<file path="config.mk">
export PLATFORM = sky130hd
export DESIGN_NAME = single_double_press_detector_unit
export DESIGN_NICKNAME = d
export VERILOG_FILES = /design/src/hdl/sdp_pkg.sv /design/src/hdl/single_double_press_detector_unit.sv /design/src/hdl/sdp_engine.sv /design/src/hdl/sdp_evbuf.sv
export VERILOG_INCLUDE_DIRS = /design/src /design/src/hdl
export SDC_FILE = /design/constraint.sdc
export NUM_CORES = 1
export LEC_CHECK = 0
export CORE_AREA = 8 8 78 80
export CTS_CLUSTER_SIZE = 24
export DETAILED_ROUTE_END_ITERATION = 8
export DIE_AREA = 0 0 86 88
export DONT_BUFFER_PORTS = 1
export PLACE_DENSITY_LB_ADDON = 0.3
export SLEW_MARGIN = 20
export SYNTH_ARGS = -nofsm -noshare
export SYNTH_HDL_FRONTEND = slang
export SYNTH_SLANG_ARGS = --single-unit
</file>
<file path="constraint.sdc">
create_clock -name clk -period 2.3 [get_ports clk]
set_clock_uncertainty 0.1 [all_clocks]
set_input_delay 0.46 -clock clk [delete_from_list [all_inputs] [get_ports clk]]
set_output_delay 0.46 -clock clk [all_outputs]
set_load 0.005 [all_outputs]
</file>
<file path="src/hdl/assert_macros.svh">
// Assertion macros shared by the press detector RTL.
// No dependencies; included by the modules that carry checks.
`ifndef ASSERT_MACROS_SVH
`define ASSERT_MACROS_SVH

// Same-cycle implication, disabled while reset is asserted
`define SDP_ASSERT_NOW(label, clk, rst_n, ante, cons, msg) \
	label: assert property (@(posedge clk) disable iff (!rst_n) (ante) |-> (cons)) \
		else $error(msg);

// Next-cycle implication, disabled while reset is asserted
`define SDP_ASSERT_NEXT(label, clk, rst_n, ante, cons, msg) \
	label: assert property (@(posedge clk) disable iff (!rst_n) (ante) |=> (cons)) \
		else $error(msg);

`endif

</file>
<file path="src/hdl/sdp_pkg.sv">
// Package for the single/double press detector: transaction types, codes, helpers.
// No dependencies; imported by every module of the block.
`default_nettype none

package sdp_pkg;

	// input opcodes
	typedef enum logic [1:0] {
		OP_LEVEL   = 2'd0,
		OP_TICK    = 2'd1,
		OP_SUSPEND = 2'd2,
		OP_RESUME  = 2'd3
	} opcode_t;

	// configuration register indexes
	localparam logic CFG_DOUBLE_ENABLE = 1'b0;
	localparam logic CFG_WINDOW_TICKS  = 1'b1;

	localparam int unsigned CFG_DATA_W = 16;
	localparam logic [CFG_DATA_W-1:0] WINDOW_RESET = 16'd200;

	// key codes
	localparam logic CODE_HOME = 1'b0;
	localparam logic CODE_DBL  = 1'b1;

	typedef struct packed {
		opcode_t opcode;
		logic    key_level;
	} cmd_t;

	typedef struct packed {
		logic key_code;
		logic key_value;
		logic last_event;
	} evt_t;

	// results of one processed command: count 0..2, first then second
	typedef struct packed {
		logic [1:0] count;
		evt_t       first;
		evt_t       second;
	} evt_pair_t;

	function automatic evt_t mk_evt(input logic code, input logic value, input logic last);
		evt_t e;
		e.key_code   = code;
		e.key_value  = value;
		e.last_event = last;
		return e;
	endfunction

endpackage

`default_nettype wire

</file>
<file path="src/hdl/single_double_press_detector_unit.sv">
// Top level of the single/double press detector: input register, engine, result buffer.
// Depends on sdp_pkg, sdp_engine, sdp_evbuf and assert_macros.svh.
//
// Usage:
//   cmd channel (cmd_valid/cmd_ready/cmd): one transaction per command: level change,
//   tick, suspend or resume, with the key level for level changes.
//   evt channel (evt_valid/evt_ready/evt): zero, one or two key events per command;
//   last_event marks the final event of a command.
//   cfg port: cfg_we with cfg_index (0 double_enable, 1 window_ticks) and cfg_data,
//   taken on the same edge; write only while no command is in flight.
// Flow: a command waits in the input register until the result buffer is free; it is
//   then processed, and its first event is valid on evt right after that edge.
// Throughput: one command per cycle while evt_ready is high and commands give at most
//   one event each; a two-event command holds the single result port until both leave.
// Reset: arst_n clears the detector state, empties the pipeline and loads the
//   registers with their defaults (detection off, 200-tick window). No clearing pass.
// Stall: when evt_ready is low the result buffer keeps its events, the input
//   register holds one more command, and cmd_ready drops only once both are full.
`default_nettype none

module single_double_press_detector_unit (
	input  wire logic                          clk,
	input  wire logic                          arst_n,
	input  wire logic                          cmd_valid,
	output logic                               cmd_ready,
	input  wire sdp_pkg::cmd_t                 cmd,
	output logic                               evt_valid,
	input  wire logic                          evt_ready,
	output sdp_pkg::evt_t                      evt,
	input  wire logic                          cfg_we,
	input  wire logic                          cfg_index,
	input  wire logic [sdp_pkg::CFG_DATA_W-1:0] cfg_data
);
	import sdp_pkg::*;
	`include "assert_macros.svh"

	logic      valid_s1;
	cmd_t      cmd_s1;
	logic      buf_free;
	logic      advance;
	evt_pair_t res;

	assign advance   = valid_s1 && buf_free;
	assign cmd_ready = !valid_s1 || buf_free;

	// input register
	always_ff @(posedge clk or negedge arst_n) begin
		if (!arst_n) begin
			valid_s1 <= 1'b0;
		end else if (cmd_ready) begin
			valid_s1 <= cmd_valid;
		end
	end

	always_ff @(posedge clk) begin
		if (cmd_ready && cmd_valid) begin
			cmd_s1 <= cmd;
		end
	end

	sdp_engine u_engine (
		.clk       (clk),
		.arst_n    (arst_n),
		.cfg_we    (cfg_we),
		.cfg_index (cfg_index),
		.cfg_data  (cfg_data),
		.cmd_s1    (cmd_s1),
		.advance   (advance),
		.res       (res)
	);

	sdp_evbuf u_evbuf (
		.clk       (clk),
		.arst_n    (arst_n),
		.load      (advance),
		.res       (res),
		.free      (buf_free),
		.evt_valid (evt_valid),
		.evt_ready (evt_ready),
		.evt       (evt)
	);

	// a held command is not dropped while the buffer is busy
	`SDP_ASSERT_NEXT(a_s1_hold, clk, arst_n, valid_s1 && !buf_free,
		valid_s1 && $stable(cmd_s1), "input register lost a pending command")

endmodule

`default_nettype wire

</file>
<file path="src/hdl/sdp_engine.sv">
// Press detector engine: config registers, detector state and the per-command step.
// Depends on sdp_pkg and assert_macros.svh.
`default_nettype none

module sdp_engine (
	input  wire logic                          clk,
	input  wire logic                          arst_n,
	input  wire logic                          cfg_we,
	input  wire logic                          cfg_index,
	input  wire logic [sdp_pkg::CFG_DATA_W-1:0] cfg_data,
	input  wire sdp_pkg::cmd_t                 cmd_s1,
	input  wire logic                          advance,
	output sdp_pkg::evt_pair_t                 res
);
	import sdp_pkg::*;
	`include "assert_macros.svh"

	typedef struct packed {
		logic        pressed;
		logic [1:0]  press_count;
		logic        release_owed;
		logic [15:0] window_left;
		logic        suspended;
	} state_t;

	logic        double_enable_q;
	logic [15:0] window_ticks_q;
	state_t      st_q;
	state_t      st_nxt;

	// configuration registers
	always_ff @(posedge clk or negedge arst_n) begin
		if (!arst_n) begin
			double_enable_q <= 1'b0;
			window_ticks_q  <= WINDOW_RESET;
		end else if (cfg_we) begin
			unique case (cfg_index)
				CFG_DOUBLE_ENABLE: double_enable_q <= cfg_data[0];
				CFG_WINDOW_TICKS:  window_ticks_q  <= cfg_data[15:0];
				default:           ;
			endcase
		end
	end

	// one command step: next state and up to two events
	always_comb begin
		st_nxt = st_q;
		res    = '0;
		unique case (cmd_s1.opcode)
			OP_LEVEL: begin
				if (st_q.suspended && cmd_s1.key_level) begin
					res.count      = 2'd2;
					res.first      = mk_evt(CODE_HOME, 1'b1, 1'b0);
					res.second     = mk_evt(CODE_HOME, 1'b0, 1'b1);
					st_nxt.pressed = 1'b0;
				end else if (st_q.pressed != cmd_s1.key_level) begin
					st_nxt.pressed = cmd_s1.key_level;
					if (double_enable_q) begin
						if (cmd_s1.key_level) begin
							// first press opens the window; zero length means one tick
							if (st_q.press_count == 2'd0)
								st_nxt.window_left = (window_ticks_q == 16'd0) ? 16'd1
									: window_ticks_q;
							if (st_q.press_count != 2'd3)
								st_nxt.press_count = st_q.press_count + 2'd1;
						end else if (st_q.release_owed) begin
							res.count           = 2'd1;
							res.first           = mk_evt(CODE_HOME, 1'b0, 1'b1);
							st_nxt.release_owed = 1'b0;
						end
					end else begin
						res.count = 2'd1;
						res.first = mk_evt(CODE_HOME, cmd_s1.key_level, 1'b1);
					end
				end
			end
			OP_TICK: begin
				if (st_q.window_left != 16'd0) begin
					st_nxt.window_left = st_q.window_left - 16'd1;
					// window expiry: judge the count
					if (st_q.window_left == 16'd1) begin
						st_nxt.press_count = 2'd0;
						if (st_q.press_count > 2'd1) begin
							res.count  = 2'd2;
							res.first  = mk_evt(CODE_DBL, 1'b1, 1'b0);
							res.second = mk_evt(CODE_DBL, 1'b0, 1'b1);
						end else if (st_q.press_count == 2'd1) begin
							if (st_q.pressed) begin
								res.count           = 2'd1;
								res.first           = mk_evt(CODE_HOME, 1'b1, 1'b1);
								st_nxt.release_owed = 1'b1;
							end else begin
								res.count  = 2'd2;
								res.first  = mk_evt(CODE_HOME, 1'b1, 1'b0);
								res.second = mk_evt(CODE_HOME, 1'b0, 1'b1);
							end
						end
					end
				end
			end
			OP_SUSPEND: begin
				st_nxt.suspended = 1'b1;
				if (st_q.press_count != 2'd0) begin
					st_nxt.window_left = 16'd0;
					st_nxt.press_count = 2'd0;
					if (st_q.release_owed) begin
						res.count           = 2'd1;
						res.first           = mk_evt(CODE_HOME, 1'b0, 1'b1);
						st_nxt.release_owed = 1'b0;
					end
				end
			end
			OP_RESUME: begin
				st_nxt.suspended = 1'b0;
			end
			default: ;
		endcase
	end

	// detector state
	always_ff @(posedge clk or negedge arst_n) begin
		if (!arst_n) begin
			st_q <= '0;
		end else if (advance) begin
			st_q <= st_nxt;
		end
	end

	// an open window always goes with a nonzero press count, and the reverse
	`SDP_ASSERT_NOW(a_window_count, clk, arst_n, 1'b1,
		(st_q.window_left != 16'd0) == (st_q.press_count != 2'd0),
		"window timer and press count disagree")

endmodule

`default_nettype wire

</file>
<file path="src/hdl/sdp_evbuf.sv">
// Two-slot result buffer: takes up to two events per command, sends one per transaction.
// Depends on sdp_pkg and assert_macros.svh.
`default_nettype none

module sdp_evbuf (
	input  wire logic               clk,
	input  wire logic               arst_n,
	input  wire logic               load,
	input  wire sdp_pkg::evt_pair_t res,
	output logic                    free,
	output logic                    evt_valid,
	input  wire logic               evt_ready,
	output sdp_pkg::evt_t           evt
);
	import sdp_pkg::*;
	`include "assert_macros.svh"

	logic [1:0] cnt_q;
	evt_t       slot0_q;
	evt_t       slot1_q;

	// free when empty, or when the last held event leaves this cycle
	assign free      = (cnt_q == 2'd0) || ((cnt_q == 2'd1) && evt_ready);
	assign evt_valid = (cnt_q != 2'd0);
	assign evt       = slot0_q;

	// occupancy
	always_ff @(posedge clk or negedge arst_n) begin
		if (!arst_n) begin
			cnt_q <= 2'd0;
		end else if (load) begin
			cnt_q <= res.count;
		end else if (evt_valid && evt_ready) begin
			cnt_q <= cnt_q - 2'd1;
		end
	end

	// payload slots
	always_ff @(posedge clk) begin
		if (load) begin
			slot0_q <= res.first;
			slot1_q <= res.second;
		end else if ((cnt_q == 2'd2) && evt_ready) begin
			slot0_q <= slot1_q;
		end
	end

	`SDP_ASSERT_NOW(a_cnt_range, clk, arst_n, 1'b1, cnt_q != 2'd3,
		"result buffer holds more than two events")
	`SDP_ASSERT_NOW(a_last_marks, clk, arst_n, cnt_q != 2'd0,
		slot0_q.last_event == (cnt_q == 2'd1),
		"end-of-command mark out of place in result buffer")

endmodule

`default_nettype wire
</file>
### Yosys cells after proc, flatten, opt, wreduce, memory -nomap -nowiden

Index checks and enable logic that the tools add are counted.

* output and inout bits: 5
* bits in registers: 50
* input port bits: 25
* logic and storage cells: 109

* equality and inequality tests: 22
* magnitude comparators: 1
* add/subtract/negate cells: 3
* bitwise gates (word level): 1
* reduce and logical (&&, ||, !) cells: 28
* mux-type cells: 37

Operators with widths (count)
* 2-to-1 mux 19 bit: 4
* case mux 19 bit (3 select lines): 1
* 2-to-1 mux 16 bit: 3
* 2-to-1 mux 8 bit: 4
* 2-to-1 mux 5 bit: 5
* 2-to-1 mux 20 bit: 1
* != test 2 x 1 -> 1 bit, second input constant: 9
* == test 16 x 1 -> 1 bit, second input constant: 1
* logical NOT 16 bit: 1
* nonzero test 16 bit: 1
* subtractor 16 x 1 -> 16 bit, second input constant: 1
* case mux 5 bit (3 select lines): 1
* AND reduction 12 bit: 1
* nonzero test 2 bit: 6
* != test 2 bit, second input constant: 5
* AND reduction 10 bit: 1
* 2-to-1 mux 3 bit: 3
* AND reduction 9 bit: 1
* 2-to-1 mux 2 bit: 4
* 2-to-1 mux 4 bit: 2
* 2-to-1 mux 1 bit: 7
* == test 2 x 1 -> 1 bit, second input constant: 3
* == test 2 bit, second input constant: 3
* logical AND 1 bit: 6
* other kinds (13): 18

### Depth between registers and ports, before layout

Gate-level depths: netlist (run 1).

* depth after elaboration: 8
* mapped depth: 8
* gate-level depth less buffers: 8

### Hierarchy

From an unflattened synthesis (run 1), not the netlist that was laid out.

* cells, all modules: 273
* area, all modules: 2860.2 µm²

Modules (own cells, without submodules)
* sdp_engine: cells each 237, area an instance 2314.7 µm², seq. area each 954.7 µm², times used 1
* sdp_evbuf: cells each 28, area an instance 395.4 µm², seq. area each 230.2 µm², times used 1
* single_double_press_detector_unit: cells each 8, area an instance 150.1 µm², seq. area each 115.1 µm², times used 1

### Least setup slack after synthesis (run 1)

Ideal clock, no wire load.

* path type: register to register
* from: register u_engine.st_q[8] (netlist name)
* to: register u_engine.st_q[18] (netlist name)
* cell stages (with the launch flop): 7
* library setup time: 127 ps
* buffers on the path: 1
* period minus slack after synthesis: 2444 ps
* data required time: 2073 ps
* arrival time: 2216 ps
* setup slack: -144 ps
* cells stage by stage: dfrtp_1 or3_1 buf_6 or4_4 o41ai_1 and3_1 mux2_1

* longest elaborated chain between the ends: 3
* elaborated cells between the ends (all ways): 5
* those cells by class: eq/ne: 3; reduce/logical: 2

Ends and longest elaborated chain
* start: declaration: line sdp_engine.sv:28 `state_t st_q;`
* start signal: assignment: line sdp_engine.sv:125 `st_q <= st_nxt;`
* == test 16 x 1 -> 1 bit or nonzero test 16 bit (tied branches): line sdp_engine.sv:81, sdp_engine.sv:78
* != test 2 x 1 -> 1 bit (no source line)
* AND reduction 10 bit (no source line) *

Every way passes the cells marked *; elsewhere a longest branch is shown, timed or not.
A chain may end at the register's enable or synchronous reset.

### Final worst setup path (run 1)

* from: register u_engine.st_q[14] (netlist name)
* to: register u_engine.st_q[18] (netlist name)

The elaborated chain is that of the path after synthesis.

==> results of run 1 <==
state kept, by name (all words and copies together) (netlist names):
register / count
cmd_s1: 3
u_engine.double_enable_q: 1
u_engine.st_q: 21
u_engine.window_ticks_q: 16
u_evbuf.cnt_q: 2
u_evbuf.evt: 3
u_evbuf.slot1_q: 2
valid_s1: 1
placed cells by master, fill, tap and decap left out, types with 3 or more instances in the layout:
cell      instances
inv_1            22
ha_1             13
nor4_1            6
buf_4            21
dfstp_2           3
nor2_1           19
and3_1            3
clkbuf_8          7
nand2b_1          8
nor3_1            8
or3_4             3
nand2_1          14
a21oi_1          19
o22ai_1           4
dfrtp_1          38
and2_1            3
a32oi_1           5
mux2_2           18
or3_1             3
o21ai_0          31
a22oi_1           5
edfxtp_1          8
logic make-up after synthesis:
group / synth area share [%]
buffers and inverters: 4.43
multiplexers: 7.89
flip-flops: 46.8
AO/OA/AOI/OAI: 18.2
AND/OR/NAND/NOR: 16.2
adder cells (fa/ha/maj): 6.46
cell type report:
class | count | area (µm²)
clock buffers | 7 | 96.3
clock inverters | 1 | 5.00
fillers | 390 | 1780
inverters | 23 | 86.3
multi-input cells | 195 | 1380
flip-flops and latches | 49 | 1270
well taps | 70 | 87.6
repair buffers | 24 | 208
per-stage QoR:
stage	std cells	TNS [ns]	worst slack, ns	power, mW
3_5_place_dp	356	-0.0543	-0.0543	3.16
2_1_floorplan	273	0	0.00626	2.63
3_3_place_gp	356	-0.0234	-0.0234	3.11
4_1_cts	368	-0.0370	-0.0370	3.78
5_1_grt	369	-0.579	-0.107	4.11
6_report	369	-0.0722	-0.0580	3.82
how the worst max path moves through the flow:
stage | slack, ns | cells after the start | to | startpoint
6_report | -0.06 | 5 | u_engine.st_q[18] | u_engine.st_q[14]
5_1_grt | -0.11 | 5 | u_engine.st_q[18] | u_engine.st_q[14]
4_1_cts | -0.04 | 5 | u_engine.st_q[18] | u_engine.st_q[14]
3_5_place_dp | -0.05 | 5 | u_engine.st_q[18] | u_engine.st_q[14]
3_3_place_gp | -0.02 | 5 | u_engine.st_q[18] | u_engine.st_q[14]
2_1_floorplan | 0.006 | 5 | u_engine.st_q[18] | u_engine.st_q[12]
timing repair:
| item | CTS | global route |
|---|---|---|
| gates resized for setup | 2 | 3 |
| hold buffers | 2 | 0 |
| buffers inserted | 2 | 1 |
| endpoints found under the hold margin | 41 | 0 |
| pin swaps | 3 | 1 |
| endpoints found under the setup margin | 2 | 22 |
where the power goes:
part / internal (mW) / leakage [nW] / switching, mW
Clock: 0.272 / 0.0542 / 0.271
Sequential: 1.21 / 0.579 / 0.234
Combinational: 0.814 / 0.700 / 1.02
metal layers:
layer	track usage [%]	share of wire, %	up-vias
li1	-	-	1041
met1	18.9	43	1039
met2	29.8	53	50
met3	3.47	4.0	5
met4	3.98	0.61	0
met5	0	0	-
worst max-delay path: cells and delay by family (launching register included):
kind / cells / cell delay (ns)
compound gates: 1 / 0.33
flops: 1 / 0.38
mux: 1 / 0.29
simple gates: 3 / 1.15
==> results.py, run 1 <==
metrics = {
    "sta": {
        "grt_setup_unrepaired": "true",
        "final-setup-viol-count": 2,
        "fin_crit_ns": 2.36,
        "relSlewSlack_pct": 56.8,
        "timing_hold_violations_final": 0,
        "setup_ws_ns": -0.0580,
        "max_freq_mhz": 424,
        "finalCritPeriodShare_pct": 103,
        "drv_slew": 0,
        "holdWs_ns": 0.149,
        "worstMarginPinSlew_ns": 0.647,
    },
    "power": {
        "ir_drop_mv": 0.630,
        "p_per_area_nw_per_um2": 1220,
        "p_leak_nw": 1.33,
    },
    "global_routing": {
        "grt_pass1_wl_mm": 10.0,
        "antenna_found_initial": 0,
        "grt_max_degree": 42,
        "grt_pass1_vias": 2220,
        "gr-usage-all-layers_pct": 16.3,
        "gr-total-overflow": 0,
    },
    "floorplan": {
        "rows": 26,
        "core-area_um2": 4910,
        "io_pins": 30,
        "start_util_pct": 55.2,
        "die_width_um": 86,
        "die_area_um2": 7570,
        "die_h_um": 88,
    },
    "cells_and_area": {
        "antennaDiodeCount": 0,
        "fin_nets": 337,
        "area_delta_synth_final_pct": 15.5,
        "final_area_um2": 3130,
        "utilization_pct": 63.8,
        "drive_gt1_share_pct": 23.1,
    },
    "clocking": {
        "cts_made_buffers": 5,
        "clockBufferDepth": 2,
        "cts.sinks": 49,
        "htree_levels": 2,
        "clk_pin_slew_ns": 0.09,
        "clk_latency_ns": 0.30,
        "cts_tree": "yes",
        "clock-root-buffer": "clkbuf_8",
    },
    "critical_path": {
        "r2r_cells": 5,
        "critical_path_class": "flop to flop",
        "cp-start-kind": "flop",
        "crit_chain": "or4_4, or3_4, o41ai_4, and3_4, mux2_4",
        "path_max_fanout": 3,
        "slowest_stage": "or4_4",
        "worstReg2RegEnd": "u_engine.st_q[18]",
        "required_ns": 2.39,
        "crit_path_end_kind": "flop",
        "critPathMaxStageDelay_ns": 0.54,
        "r2r_slack_ns": -0.06,
        "arrival_ns": 2.45,
        "rr_startpoint": "u_engine.st_q[14]",
    },
    "worst_hold_path": {
        "hold_end": "cmd_s1[1]",
        "hold_path_depth": 0,
        "hold_path.class": "input pin to flop",
        "min_from": "cmd[1]",
    },
    "yosys": {
        "synth_top_area_cell": "dfrtp_1",
        "synth_common_cells": "dfrtp_1, o21ai_0, inv_1, a21oi_1, nor2_1",
        "yosys_warnings": 0,
        "synth-main-ff-cell": "dfrtp_1",
        "ys_ff_latch": 49,
        "synthArstFlopShare_pct": 83.7,
        "synth_cell_types": 46,
        "synth_top_cell_area_share_pct": 35.1,
        "yosys.cell_count.top_type": "dfrtp_1",
        "ys_seq_area_share_pct": 46.8,
        "synth.area.top_cells": "dfrtp_1, edfxtp_1, mux2_2",
        "synth_edf_count": 8,
        "avgSynthCellArea_um2": 9.93,
        "syn_inst": 273,
        "synth_area_um2": 2710,
        "synthesis.nets": 312,
    },
    "placement": {
        "dp_hpwl_mm": 4.37,
        "portBuffers": 0,
        "placed_cell_area_um2": 2950,
        "finalWeightedCongestion": 0.879,
    },
    "drt": {
        "ant_nets": 0,
        "wl_per_cell_um": 16.0,
        "route.final.wire_length_mm": 5.91,
        "drt_iter0_drc": 109,
        "first_pass_iters": 4,
        "drc": 0,
        "via_per_inst": 5.79,
        "via_count": 2135,
    },
    "outcome": {
        "outcome": "finished with violations",
        "violations": "negative setup slack",
    },
    "job": {
        "maxCapViolCount": 0,
    },
}
Note: power is estimated with default switching activity, not from simulation.
==> run 2, diff against run 1 <==
- ABC_AREA: default -> 1
- CORE_AREA: 8 8 78 80 -> 8 8 82 84
- DIE_AREA: 0 0 86 88 -> 0 0 90 92
==> run 2 against run 1 <==
Net effect: the flow now finishes without violations; hold slack got worse by 0.0023 ns; synthesized area up 11%; largest power group unchanged; cell count is 29% higher; clock power increased by 4.8%; flip-flop and latch count unchanged; register-to-register slack improved by 0.39 ns; fmax grew 20%; combinational power shrank 8%; via count increased by 18%; synthesized cell count rose by 45%.
==> results.py, run 2 <==
metrics = {
    "cells_and_area": {
        "reg_top3": "u_engine.st_q: 21 flops, u_engine.window_ticks_q: 16 flops",
        "drive_gt1_share_pct": 12.3,
        "fill_cells": 512,
        "layout_commonest_cell": "nand2_1",
        "antennaDiodeCount": 0,
        "largest_reg_flops": 21,
        "regMostFlops": "u_engine.st_q",
        "fin_nets": 443,
        "area_delta_synth_final_pct": 7.04,
        "layout_common_cells": "nand2_1, inv_1, nor2_1",
    },
    "floorplan": {
        "die_area_um2": 8280,
        "core-area_um2": 5410,
        "start_util_pct": 55.9,
        "die_width_um": 90,
        "rows": 27,
        "io_pins": 30,
        "die_h_um": 92,
    },
    "yosys": {
        "synthArstFlopShare_pct": 83.7,
        "ys_ff_latch": 49,
        "synth_top_family_by_area": "simple AND/OR/NAND/NOR gates",
        "synthesis.nets": 435,
        "synthAdderAreaFrac_pct": 5.79,
        "synth-xor-area-share_pct": 0,
        "synth-main-ff-cell": "dfrtp_1",
        "ys_seq_area_share_pct": 42.0,
        "synth_cell_types": 36,
        "synth_edf_count": 8,
        "yosys_warnings": 0,
        "synth_simple_gate_area_share_pct": 29.5,
        "yosys.cell_count.top_type": "nand2_1",
        "synth_top_cell_area_share_pct": 31.5,
        "synth_area_um2": 3020,
        "synth_top_area_cell": "dfrtp_1",
        "synthMuxAreaShare_pct": 1.86,
        "synth-compound-area-share_pct": 12.2,
        "synth.area.top_cells": "dfrtp_1, nand2_1, edfxtp_1",
        "avgSynthCellArea_um2": 7.63,
        "synth_common_cells": "nand2_1, inv_1, nor2_1, dfrtp_1, nand3_1",
        "syn_inst": 396,
    },
    "global_routing": {
        "antenna_found_initial": 0,
        "grt_pass1_vias": 2567,
        "grt_max_degree": 42,
        "gr-usage-all-layers_pct": 16.1,
        "grt_pass1_wl_mm": 11.2,
        "gr-total-overflow": 0,
    },
    "drt": {
        "route.final.wire_length_mm": 6.33,
        "drc": 0,
        "via_per_inst": 5.26,
        "drt_iter0_drc": 156,
        "ant_nets": 0,
        "wl_per_cell_um": 13.3,
        "via_count": 2510,
        "first_pass_iters": 4,
    },
    "power": {
        "p_per_area_nw_per_um2": 1130,
        "power_mw": 3.67,
        "ir_drop_mv": 0.507,
        "p_leak_nw": 1.58,
    },
    "critical_path": {
        "required_ns": 2.44,
        "worstReg2RegEnd": "u_engine.st_q[11]",
        "arrival_ns": 2.11,
        "critical_path_class": "flop to flop",
        "r2r_slack_ns": 0.33,
        "path_max_fanout": 14,
        "cp-start-kind": "flop",
        "r2r_cells": 11,
        "rr_startpoint": "u_evbuf.cnt_q[0]",
        "crit_path_end_kind": "flop",
    },
    "worst_hold_path": {
        "hold_end": "cmd_s1[0]",
        "hold_path_depth": 0,
        "min_from": "cmd[0]",
        "hold_path.class": "input pin to flop",
    },
    "sta": {
        "fin_crit_ns": 1.97,
        "timing_hold_violations_final": 0,
        "relSlewSlack_pct": 62.9,
        "final-setup-viol-count": 0,
        "max_freq_mhz": 508,
        "grt_setup_unrepaired": "false",
        "worstMarginPinSlew_ns": 0.555,
        "finalCritPeriodShare_pct": 85.6,
        "drv_slew": 0,
        "fin_tns_setup_ns": 0,
    },
    "placement": {
        "portBuffers": 0,
        "finalWeightedCongestion": 0.953,
        "dp_hpwl_mm": 4.70,
    },
    "clocking": {
        "cts_made_buffers": 5,
        "cts_setup_buffers": 0,
        "cts.repair.resized": 0,
        "clk_pin_slew_ns": 0.09,
        "clk_latency_ns": 0.30,
        "clock-root-buffer": "clkbuf_8",
        "clockBufferDepth": 2,
        "cts_tree": "yes",
        "cts.sinks": 49,
        "htree_levels": 2,
    },
    "job": {
        "maxCapViolCount": 0,
    },
    "outcome": {
        "outcome": "complete, no violations",
    },
}
## run 2: changes by cell type after synthesis, sizes merged, moves of 4 or more
cell,previous run,this run
or3,6,0
a32oi,5,0
inv,22,57
nand3,2,28
nor4,7,2
nor2,19,54
nand4,0,4
a21oi,19,23
a22oi,5,0
nand2b,8,0
mux2,19,5
or4,4,0
nor3,8,3
nand2,14,108
## run 2: how the worst max path moves through the flow
stage	start	end	slack (ns)
finish	u_evbuf.cnt_q[0]	u_engine.st_q[11]	0.33
global route	cmd_s1[1]	u_engine.st_q[14]	0.14
detailed placement	u_evbuf.cnt_q[0]	u_engine.st_q[6]	0.35
floorplan	cmd_s1[1]	u_engine.st_q[1]	0.59
global placement	u_evbuf.cnt_q[0]	u_engine.st_q[14]	0.41
CTS	u_evbuf.cnt_q[0]	u_engine.st_q[11]	0.32
## run 2: area by class of cell
class / instances / area [µm²] / share of cell area, %
multi-input combinational: 284 / 1490 / 46.1
sequential: 49 / 1270 / 39.2
inverter: 57 / 214 / 6.61
clock buffer: 7 / 97.6 / 3.02
tap: 72 / 90.1 / 2.78
timing repair buffer: 7 / 67.6 / 2.09
clock inverter: 1 / 5.00 / 0.155
## run 2: stage by stage
stage,area (µm²),cells,setup WS [ns],util [%],hold slack [ns]
CTS,3240,477,0.323,59.9,0.135
floorplan,3020,396,0.594,-,0.0644
detailed placement,3100,467,0.352,57.4,0.0655
global placement,3100,467,0.412,57.4,0.0657
finish,3240,477,0.331,59.9,0.147
global route,3240,477,0.143,59.9,0.128
## run 2: routing by layer
metal	vias up	share of wire (%)	GRT usage, %
li1	1277	-	-
met2	65	48	28.1
met3	7	4.3	3.02
met5	-	0	0
met4	0	1.4	5.69
met1	1161	46	19.4
## run 2: cells by family (layout without fill, tap and decap cells)
| kind of cell | after synthesis | count (layout) |
|---|---|---|
| compound gates | 62 | 62 |
| fa+ha+maj | 14 | 14 |
| buf+inv | 63 | 72 |
| flops | 49 | 49 |
| mux | 5 | 5 |
| simple gates | 203 | 203 |
## run 2: worst max-delay path: stages (launching register included)
cell	delay (ns)
dfrtp_1	0.41
inv_1	0.11
ha_1	0.18
inv_2	0.06
nand2_1	0.07
nand2_2	0.11
nor2_1	0.14
nand3_2	0.14
nor2_8	0.19
buf_4	0.24
nand2_1	0.08
nand2_1	0.07
## run 2: repair_timing
action,CTS,global route
hold buffers,2,0
endpoints found under the hold margin,41,0
setup endpoints to repair,0,0
## run 2: power breakdown
group	total, mW	internal, mW	leakage, nW	switching (mW)
Clock	0.569	0.279	0.0534	0.290
Combinational	1.68	0.573	0.964	1.11
Sequential	1.42	1.18	0.567	0.235
